[config.mk]
export PLATFORM = sky130hd
export DESIGN_NAME = shift_add_mul_restoring_div_alu
export DESIGN_NICKNAME = d
export VERILOG_FILES = /design/src/sv/sam_alu_pkg.sv /design/src/sv/sam_alu_dp.sv /design/src/sv/sam_alu_ctrl.sv /design/src/sv/shift_add_mul_restoring_div_alu.sv
export VERILOG_INCLUDE_DIRS = /design/src /design/src/sv
export SDC_FILE = /design/constraint.sdc
export NUM_CORES = 1
export LEC_CHECK = 0
export ABC_AREA = 1
export BUFFER_PORTS_ARGS = -buffer_cell sky130_fd_sc_hd__buf_2
export CAP_MARGIN = 20
export CORE_AREA = 2 2 164 166
export DETAILED_ROUTE_END_ITERATION = 16
export DIE_AREA = 0 0 166 168
export HOLD_SLACK_MARGIN = 0.05
export PLACE_DENSITY_LB_ADDON = 0.3
export SYNTH_ARGS = -nofsm -noshare
export SYNTH_HDL_FRONTEND = slang
export SYNTH_SLANG_ARGS = --single-unit
[constraint.sdc]
create_clock -name i_clk -period 4.8 [get_ports i_clk]
set_input_delay 0.72 -clock i_clk [delete_from_list [all_inputs] [get_ports i_clk]]
set_output_delay 0.72 -clock i_clk [all_outputs]
set_load 0.02 [all_outputs]
[src/sv/shift_add_mul_restoring_div_alu_assert.svh]
// Assertion macros shared by the ALU modules.
`ifndef SHIFT_ADD_MUL_RESTORING_DIV_ALU_ASSERT_SVH
`define SHIFT_ADD_MUL_RESTORING_DIV_ALU_ASSERT_SVH

// Same-cycle implication, disabled while reset is asserted.
`define SAM_ASSERT_NOW(label, clk, rst_n, ante, cons, msg) \
    label: assert property (@(posedge clk) disable iff (!(rst_n)) (ante) |-> (cons)) \
        else $error(msg);

// Next-cycle implication, disabled while reset is asserted.
`define SAM_ASSERT_NEXT(label, clk, rst_n, ante, cons, msg) \
    label: assert property (@(posedge clk) disable iff (!(rst_n)) (ante) |=> (cons)) \
        else $error(msg);

`endif

[src/sv/sam_alu_pkg.sv]
// Types and constants for the shift-add multiply / restoring divide ALU.
`default_nettype none
package sam_alu_pkg;

    localparam int DATA_WIDTH = 32;
    localparam int CNT_W      = $clog2(DATA_WIDTH);

    typedef enum logic [1:0] {
        OP_ADD = 2'd0,
        OP_SUB = 2'd1,
        OP_MUL = 2'd2,
        OP_DIV = 2'd3
    } t_op;

    typedef struct packed {
        t_op                   operation;
        logic [DATA_WIDTH-1:0] operand_a;
        logic [DATA_WIDTH-1:0] operand_b;
    } t_in_item;

    typedef struct packed {
        logic [DATA_WIDTH-1:0] result_value;
        logic [DATA_WIDTH-1:0] remainder_value;
        logic                  divide_by_zero;
    } t_out_item;

    typedef enum logic [1:0] {
        ST_IDLE,
        ST_CALC,
        ST_EMIT
    } t_state;

    typedef struct packed {
        logic load;
        logic step;
        logic emit;
    } t_cmd;

    typedef struct packed {
        logic iterate;
        logic out_free;
    } t_sts;

endpackage
`default_nettype wire

[src/sv/sam_alu_dp.sv]
// Datapath: operand, accumulator and quotient registers plus the output register.
`default_nettype none
module sam_alu_dp (
    input  wire logic                  i_clk,
    input  wire logic                  i_rst_n,
    input  wire sam_alu_pkg::t_in_item i_in_item,
    input  wire sam_alu_pkg::t_cmd     i_cmd,
    output sam_alu_pkg::t_sts          o_sts,
    output logic                       o_out_valid,
    input  wire logic                  i_out_stall,
    output sam_alu_pkg::t_out_item     o_out_item
);
    import sam_alu_pkg::*;
    `include "shift_add_mul_restoring_div_alu_assert.svh"

    t_op                   r_op,  n_op;
    logic [DATA_WIDTH-1:0] r_x,   n_x;
    logic [DATA_WIDTH-1:0] r_y,   n_y;
    logic [DATA_WIDTH-1:0] r_acc, n_acc;
    logic [DATA_WIDTH-1:0] r_q,   n_q;
    logic                  r_out_valid;
    t_out_item             r_out;
    t_out_item             res;
    logic [DATA_WIDTH-1:0] shifted;
    logic [DATA_WIDTH:0]   diff;
    logic                  ge;

    // restoring divide step: carry out of the remainder forces a subtract
    always_comb begin
        shifted = {r_acc[DATA_WIDTH-2:0], r_x[DATA_WIDTH-1]};
        diff    = {r_acc[DATA_WIDTH-1], shifted} - {1'b0, r_y};
        ge      = ~diff[DATA_WIDTH];
    end

    always_comb begin
        n_op  = r_op;
        n_x   = r_x;
        n_y   = r_y;
        n_acc = r_acc;
        n_q   = r_q;
        if (i_cmd.load) begin
            n_op  = i_in_item.operation;
            n_x   = i_in_item.operand_a;
            n_y   = i_in_item.operand_b;
            n_acc = '0;
            n_q   = '0;
        end else if (i_cmd.step) begin
            case (r_op)
                OP_MUL: begin
                    if (r_y[0]) begin
                        n_acc = r_acc + r_x;
                    end
                    n_x = r_x << 1;
                    n_y = r_y >> 1;
                end
                default: begin
                    n_x   = r_x << 1;
                    n_acc = ge ? diff[DATA_WIDTH-1:0] : shifted;
                    n_q   = {r_q[DATA_WIDTH-2:0], ge};
                end
            endcase
        end
    end

    always_ff @(posedge i_clk) begin
        r_op  <= n_op;
        r_x   <= n_x;
        r_y   <= n_y;
        r_acc <= n_acc;
        r_q   <= n_q;
    end

    always_comb begin
        res = '0;
        case (r_op)
            OP_ADD: res.result_value = r_x + r_y;
            OP_SUB: res.result_value = r_x - r_y;
            OP_MUL: res.result_value = r_acc;
            OP_DIV: begin
                if (r_y == '0) begin
                    res.result_value   = '1;
                    res.divide_by_zero = 1'b1;
                end else begin
                    res.result_value    = r_q;
                    res.remainder_value = r_acc;
                end
            end
            default: res = '0;
        endcase
    end

    always_ff @(posedge i_clk) begin
        if (!i_rst_n) begin
            r_out_valid <= 1'b0;
        end else if (i_cmd.emit) begin
            r_out_valid <= 1'b1;
        end else if (!i_out_stall) begin
            r_out_valid <= 1'b0;
        end
    end

    always_ff @(posedge i_clk) begin
        if (i_cmd.emit) begin
            r_out <= res;
        end
    end

    assign o_sts.iterate  = (r_op == OP_MUL) || ((r_op == OP_DIV) && (r_y != '0));
    assign o_sts.out_free = !r_out_valid || !i_out_stall;
    assign o_out_valid    = r_out_valid;
    assign o_out_item     = r_out;

    `SAM_ASSERT_NOW(a_emit_free, i_clk, i_rst_n, i_cmd.emit, !(r_out_valid && i_out_stall), "emit over stalled item")
    `SAM_ASSERT_NOW(a_dz_rem, i_clk, i_rst_n, r_out_valid && r_out.divide_by_zero, (r_out.remainder_value == '0) && (r_out.result_value == '1), "bad zero-divisor item")
    `SAM_ASSERT_NEXT(a_hold, i_clk, i_rst_n, r_out_valid && i_out_stall, r_out_valid && $stable(r_out), "stalled item changed")

endmodule
`default_nettype wire

[src/sv/sam_alu_ctrl.sv]
// Controller: state machine and step counter sequencing the datapath.
`default_nettype none
module sam_alu_ctrl (
    input  wire logic              i_clk,
    input  wire logic              i_rst_n,
    input  wire logic              i_in_valid,
    output logic                   o_in_stall,
    input  wire sam_alu_pkg::t_sts i_sts,
    output sam_alu_pkg::t_cmd      o_cmd
);
    import sam_alu_pkg::*;
    `include "shift_add_mul_restoring_div_alu_assert.svh"

    t_state             r_state, n_state;
    logic [CNT_W-1:0]   r_cnt,   n_cnt;
    logic               last_step;

    assign last_step = (r_cnt == CNT_W'(DATA_WIDTH - 1));

    always_comb begin
        n_state = r_state;
        case (r_state)
            ST_IDLE: begin
                if (i_in_valid) begin
                    n_state = ST_CALC;
                end
            end
            ST_CALC: begin
                if (!i_sts.iterate || last_step) begin
                    n_state = ST_EMIT;
                end
            end
            ST_EMIT: begin
                if (i_sts.out_free) begin
                    n_state = ST_IDLE;
                end
            end
            default: n_state = ST_IDLE;
        endcase
    end

    always_comb begin
        o_cmd      = '0;
        o_in_stall = 1'b1;
        n_cnt      = r_cnt;
        case (r_state)
            ST_IDLE: begin
                o_in_stall = 1'b0;
                o_cmd.load = i_in_valid;
                n_cnt      = '0;
            end
            ST_CALC: begin
                o_cmd.step = i_sts.iterate;
                n_cnt      = r_cnt + CNT_W'(1);
            end
            ST_EMIT: begin
                o_cmd.emit = i_sts.out_free;
            end
            default: begin
                o_cmd = '0;
            end
        endcase
    end

    always_ff @(posedge i_clk) begin
        if (!i_rst_n) begin
            r_state <= ST_IDLE;
            r_cnt   <= '0;
        end else begin
            r_state <= n_state;
            r_cnt   <= n_cnt;
        end
    end

    `SAM_ASSERT_NEXT(a_emit_idle, i_clk, i_rst_n, o_cmd.emit, r_state == ST_IDLE, "no return to idle after emit")
    `SAM_ASSERT_NEXT(a_short_op, i_clk, i_rst_n, (r_state == ST_CALC) && !i_sts.iterate, r_state == ST_EMIT, "single-cycle op not emitted")
    `SAM_ASSERT_NEXT(a_load_cnt, i_clk, i_rst_n, o_cmd.load, (r_state == ST_CALC) && (r_cnt == '0), "step count not cleared on load")

endmodule
`default_nettype wire

[src/sv/shift_add_mul_restoring_div_alu.sv]
// Top level: 32-bit integer ALU with shift-and-add multiply and restoring divide.
// Add, subtract and divide by zero pass through accept, one compute state and
// emit; multiply and divide pass through accept, 32 iterations of the
// shift-add / shift-subtract step and emit, one bit of the multiplier or
// dividend per cycle. A stalled result holds the emit state until the output
// register frees up. One item is in work at a time; the output register lets a
// new item be accepted while the previous result still waits.
`default_nettype none
module shift_add_mul_restoring_div_alu (
    input  wire logic                  i_clk,
    input  wire logic                  i_rst_n,
    input  wire logic                  i_in_valid,
    output logic                       o_in_stall,
    input  wire sam_alu_pkg::t_in_item i_in_item,
    output logic                       o_out_valid,
    input  wire logic                  i_out_stall,
    output sam_alu_pkg::t_out_item     o_out_item
);
    import sam_alu_pkg::*;

    t_cmd cmd;
    t_sts sts;

    sam_alu_ctrl u_ctrl (
        .i_clk      (i_clk),
        .i_rst_n    (i_rst_n),
        .i_in_valid (i_in_valid),
        .o_in_stall (o_in_stall),
        .i_sts      (sts),
        .o_cmd      (cmd)
    );

    sam_alu_dp u_dp (
        .i_clk       (i_clk),
        .i_rst_n     (i_rst_n),
        .i_in_item   (i_in_item),
        .i_cmd       (cmd),
        .o_sts       (sts),
        .o_out_valid (o_out_valid),
        .i_out_stall (i_out_stall),
        .o_out_item  (o_out_item)
    );

endmodule
`default_nettype wire

# --- Word-level counts from Yosys, hierarchy flattened ---
# Cells that the tools add are included.
word_totals:
  register_bits: 203
  input_bits: 70
  output_inout_bits: 67
  wordCells: 71
op_classes:
  add_sub_neg: 5
  eq_ne: 11
  n_mux: 22
  bitwise_logic: 3
  reduce_logical: 19
ops:
  columns: ["op", "n"]
  rows:
  - ["32-bit two-way mux", 9]
  - ["32-bit one-hot mux with 4 select lines", 1]
  - ["32-bit adder", 2]
  - ["33-bit by 32-bit subtractor with 33-bit output", 1]
  - ["32-bit zero test", 1]
  - ["32-bit nonzero test", 1]
  - ["32-bit subtractor", 1]
  - ["5-bit one-hot mux with 2 select lines", 1]
  - ["2-bit by 1-bit inequality test with 1-bit output, second input constant", 4]
  - ["1-bit two-way mux", 7]
  - ["2-bit == test, second input constant", 3]
  - ["2-bit two-way mux", 3]
  - ["2-bit one-hot mux with 3 select lines", 1]
  - ["2-bit AND reduction", 3]
  - ["2-bit nonzero test", 3]
  - ["5-bit by 1-bit adder with 5-bit output, second input constant", 1]
  - ["5-bit == test, second input constant", 1]
  - ["2-bit by 1-bit == test with 1-bit output, second input constant", 2]
  - ["2-bit zero test", 2]
  - ["1-bit zero test", 3]
  - ["1-bit logical OR", 3]
  - ["1-bit NOT", 3]
  - ["3-bit AND reduction", 1]
  - ["2-bit inequality test, second input constant", 1]
  - ["2 further kinds", 2]

# --- Depth between registers and ports, before layout ---
depth:
  depth_word: 7
  depth_mapped: 23
  depth_no_buf: 23

# --- By module ---
# From an unflattened synthesis, not the netlist that was laid out.
unflattened:
  hier_cells: 2362
  hier_area_um2: 16045.4
modules_own_cells:
  columns: ["mod", "instances", "cells_per_inst", "area_per_inst_um2", "seq_area_each_um2"]
  rows:
  - ["sam_alu_dp", 1, 2308, 15666.3, 5235.0]
  - ["sam_alu_ctrl", 1, 54, 379.1, 140.1]

# --- Worst setup path after synthesis ---
# No wires, ideal clock.
synth_timing:
  kind: "input port to flip-flop"
  from: "in i_out_stall"
  to: "reg u_dp.r_out, in the netlist u_dp.o_out_item[0] (enable)"
  setup_ps: 489
  arrival_ps: 3558
  required_ps: 4311
  path_slack_ps: 753
  stages: 3
  n_path_buf: 0
  cell_sequence: "nand2_1 > inv_1 > nor2_1"
synth_rtl:
  columns: ["item", "line_no", "source"]
  rows:
  - ["from (decl)", "shift_add_mul_restoring_div_alu.sv:16", "input wire logic i_out_stall,"]
  - ["to (signal assigned)", "sam_alu_dp.sv:104", "r_out <= res;"]
  - ["to (decl)", "sam_alu_dp.sv:22", "t_out_item r_out;"]

==> metrics.md <==
| Metric | Value |
|---|---|
| Routed WL per cell | 20.57 um |
| Die W | 166 um |
| Routability cong. | 1.003 |
| Synth Register Bits | 203 |
| Initial Util | 60.37% |
| H-Tree Level Count | 1 |
| Setup TNS | 0 ps |
| Library cells used by synthesis | 50 |
| Slew @ Worst Pin | 1005 ps |
| Via count | 16500 |
| Pre-antenna DRT Iters | 6 |
| Final slew viol count | 0 |
| Commonest non-fill, non-tap cell in the layout | nand2_1 |
| Worst Path Max Fanout | 5 |
| Most frequent cells in the layout | 670 x nand2_1, 310 x inv_1, 209 x a21oi_1 |
| Worst Hold Class | primary input to register |
| Final Cell Area | 17550 um^2 |
| Clock Skews | 26.46 ps |
| Pre-CTS setup slack | 851.0 ps |
| Synth Instances | 2310 |
| Clk Latency, worst-skew pair | 540 ps |
| Syn. warnings | 0 |
| CTS tree | yes |
| Number of buffers inserted by hold repair at cts | 0 |
| Critical Path End Type | register |
| Clock transition at the registers of the reported paths | 60 ps |
| Initial antenna violation count | 1 |
| Largest net degree at the start of global routing | 67 |
| Crit path DAT | 4420 ps |
| Die extent in y | 168 um |
| Post-cts gate resize count | 0 |
| Endpoints failing hold | 0 |
| Fillers | 2393 |
| VDD IR max | 0.4310 mV |
| Tcrit/Tclk final | 87.30% |
| DRC viols | 0 |
| Initial DRC count | 2016 |
| Mean Syn Cell Area | 6.886 um^2 |
| Pwr/cell area | 434.8 nW/um^2 |
| Root Buffer | clkbuf_16 |
| Post-DP Area | 16880 um^2 |
| Critical Path Start Type | register |
| Row Count | 60 |
| Core area | 26350 um^2 |
| First-pass GRT wire length | 86870 um |
| Io pins | 137 |
| Outcome | finished clean |
| Clock Tree Buf Depth | 3 |
| R2R setup slack | 610 ps |
| Netlist area before placement | 15910 um^2 |
| Via density | 5.927 |
| Worst Setup Path Type | register to register |
| Num CTS Buffers | 22 |
| GRT overflow | 0 |
| Post-DP HPWL | 44930 um |
| Syn Nets | 2480 |
| Fmax achieved | 238.6 MHz |
| Final wirelength | 57250 um |
| Clock Sinks | 203 |
| Total GRT Usage | 40.01% |
| RSZ-0062 raised after global routing | false |
| Sequential-to-total area share from yosys stat | 33.79% |
| Tmin final | 4191 ps |
| Die area | 27890 um^2 |
| Diode count | 0 |
| Final Net Count | 2596 |
| Final setup viols | 0 |
| Maxcap violations | 0 |
| Area Overhead vs Synth | 10.34% |
| # Post-CTS Setup Buffers | 0 |
| Leak | 8.315 nW |
| Final setup margin | 609.4 ps |
| Post-route ant nets | 0 |
| Port Buf Inserts | 136 |
| Number of global-route vias before repair | 15280 |
| Share of cells above drive strength 1 | 10.65% |
| Worst slew margin | 32.86% |
| Worst EP required | 5030 ps |
==> synthesized netlist by cell type, drive strengths merged <==
library cell | instances | area (um^2)
nand2 | 681 | 2606
inv | 324 | 1216
a21oi | 220 | 1142
nor2 | 208 | 808.3
o21ai | 184 | 932.2
edfxtp | 131 | 3934
nand3 | 128 | 700.7
ha | 97 | 1214
dfxtp | 72 | 1441
clkbuf | 43 | 161.4
xor2 | 41 | 359.1
o211ai | 33 | 297.8
nor3 | 26 | 146.4
nand4 | 19 | 133.9
buf | 18 | 128.9
xnor2 | 18 | 157.7
or2 | 9 | 56.31
o21bai | 8 | 60.06
a21o | 7 | 52.55
o21a | 7 | 52.55
o221ai | 7 | 61.31
nand3b | 6 | 45.04
nor4 | 5 | 31.28
a21boi | 4 | 30.03
fa | 3 | 60.06
a211oi | 2 | 15.01
a31oi | 2 | 12.51
and2 | 2 | 12.51
o31ai | 2 | 15.01
and3b | 1 | 8.760
nand2b | 1 | 6.260
nor3b | 1 | 7.510
==> layout make-up <==
| cell class | count | area, um^2 | share of cell area (%) |
|---|---|---|---|
| multi-input combinational | 1722 | 9040 | 51.50 |
| sequential | 203 | 5375 | 30.62 |
| inverter | 324 | 1217 | 6.936 |
| timing repair buffer | 153 | 820.8 | 4.676 |
| clock buffer | 29 | 581.8 | 3.315 |
| tap | 341 | 426.7 | 2.431 |
| clock inverter | 11 | 90.09 | 0.5133 |
==> per-layer routing <==
| metal | wire, um | vias up | GRT usage [%] |
|---|---|---|---|
| li1 | - | 7812 | - |
| met4 | 3646 | 0 | 21.10 |
| met5 | 0 | - | 0 |
| met1 | 22670 | 7486 | 53.73 |
| met3 | 6346 | 192 | 6.370 |
| met2 | 24580 | 1005 | 62.57 |
==> per-stage QoR <==
step	util (%)	hold WS, ps	std cells	power, mW
2_1_floorplan	-	429.7	2310	4.840
3_3_place_gp	64.06	449.7	2743	5.834
3_5_place_dp	64.06	456.1	2743	5.887
4_1_cts	66.61	354.7	2783	7.522
5_1_grt	66.61	362.7	2783	8.050
6_report	66.61	367.4	2783	7.632
==> flip-flops by register name, indices dropped and copies added, names as in the netlist <==
register / count
u_ctrl.r_cnt: 5
u_dp.r_acc: 32
u_dp.o_out_item: 65
u_dp.o_out_valid: 1
u_ctrl.r_state: 2
u_dp.r_op: 2
u_dp.r_y: 32
u_dp.r_x: 32
u_dp.r_q: 32
==> worst paths after layout <==
path / from / to / depth (start not counted)
setup / recovery: u_dp.r_y[1] / u_dp.o_out_item[51] / 19
hold / removal: i_in_item[65] / u_dp.r_op[1] / 1
setup reg to reg: u_dp.r_y[1] / u_dp.o_out_item[51] / 19
hold reg to reg: u_ctrl.r_cnt[4] / u_ctrl.r_cnt[4] / 2
==> power by group <==
part | internal, mW | switching [mW]
clock | 0.912 | 0.738
sequential | 2.15 | 0.270
combinational | 1.13 | 2.43
total | 4.19 | 3.44
==> worst max-delay path: stages (launching register included) <==
cell and delay, ps:
edfxtp_1 430, inv_1 160, nand3_1 140, nor3_2 190
nand2_1 120, nor2_1 290, nand2_1 190, nand2_1 130
xor2_1 150, inv_1 60, ha_1 410, nand2_1 160
nor2_1 170, inv_1 90, nor3_1 320, nand3_1 120
o21ai_0 370, nand2_1 140, nand2_1 90, o221ai_1 140
==> logic make-up (layout without fill, tap and decap cells) <==
logic type               count (synthesis)  count (layout)  synth area share, %
flip-flops                             203             203                33.79
AND/OR/NAND/NOR                       1087            1087                28.69
AO/OA/AOI/OAI                          476             476                16.79
buffers and inverters                  385             517                9.471
adder cells (fa/ha/maj)                100             100                8.008
XOR/XNOR                                59              59                3.249
(Power assumes the default switching activity.)
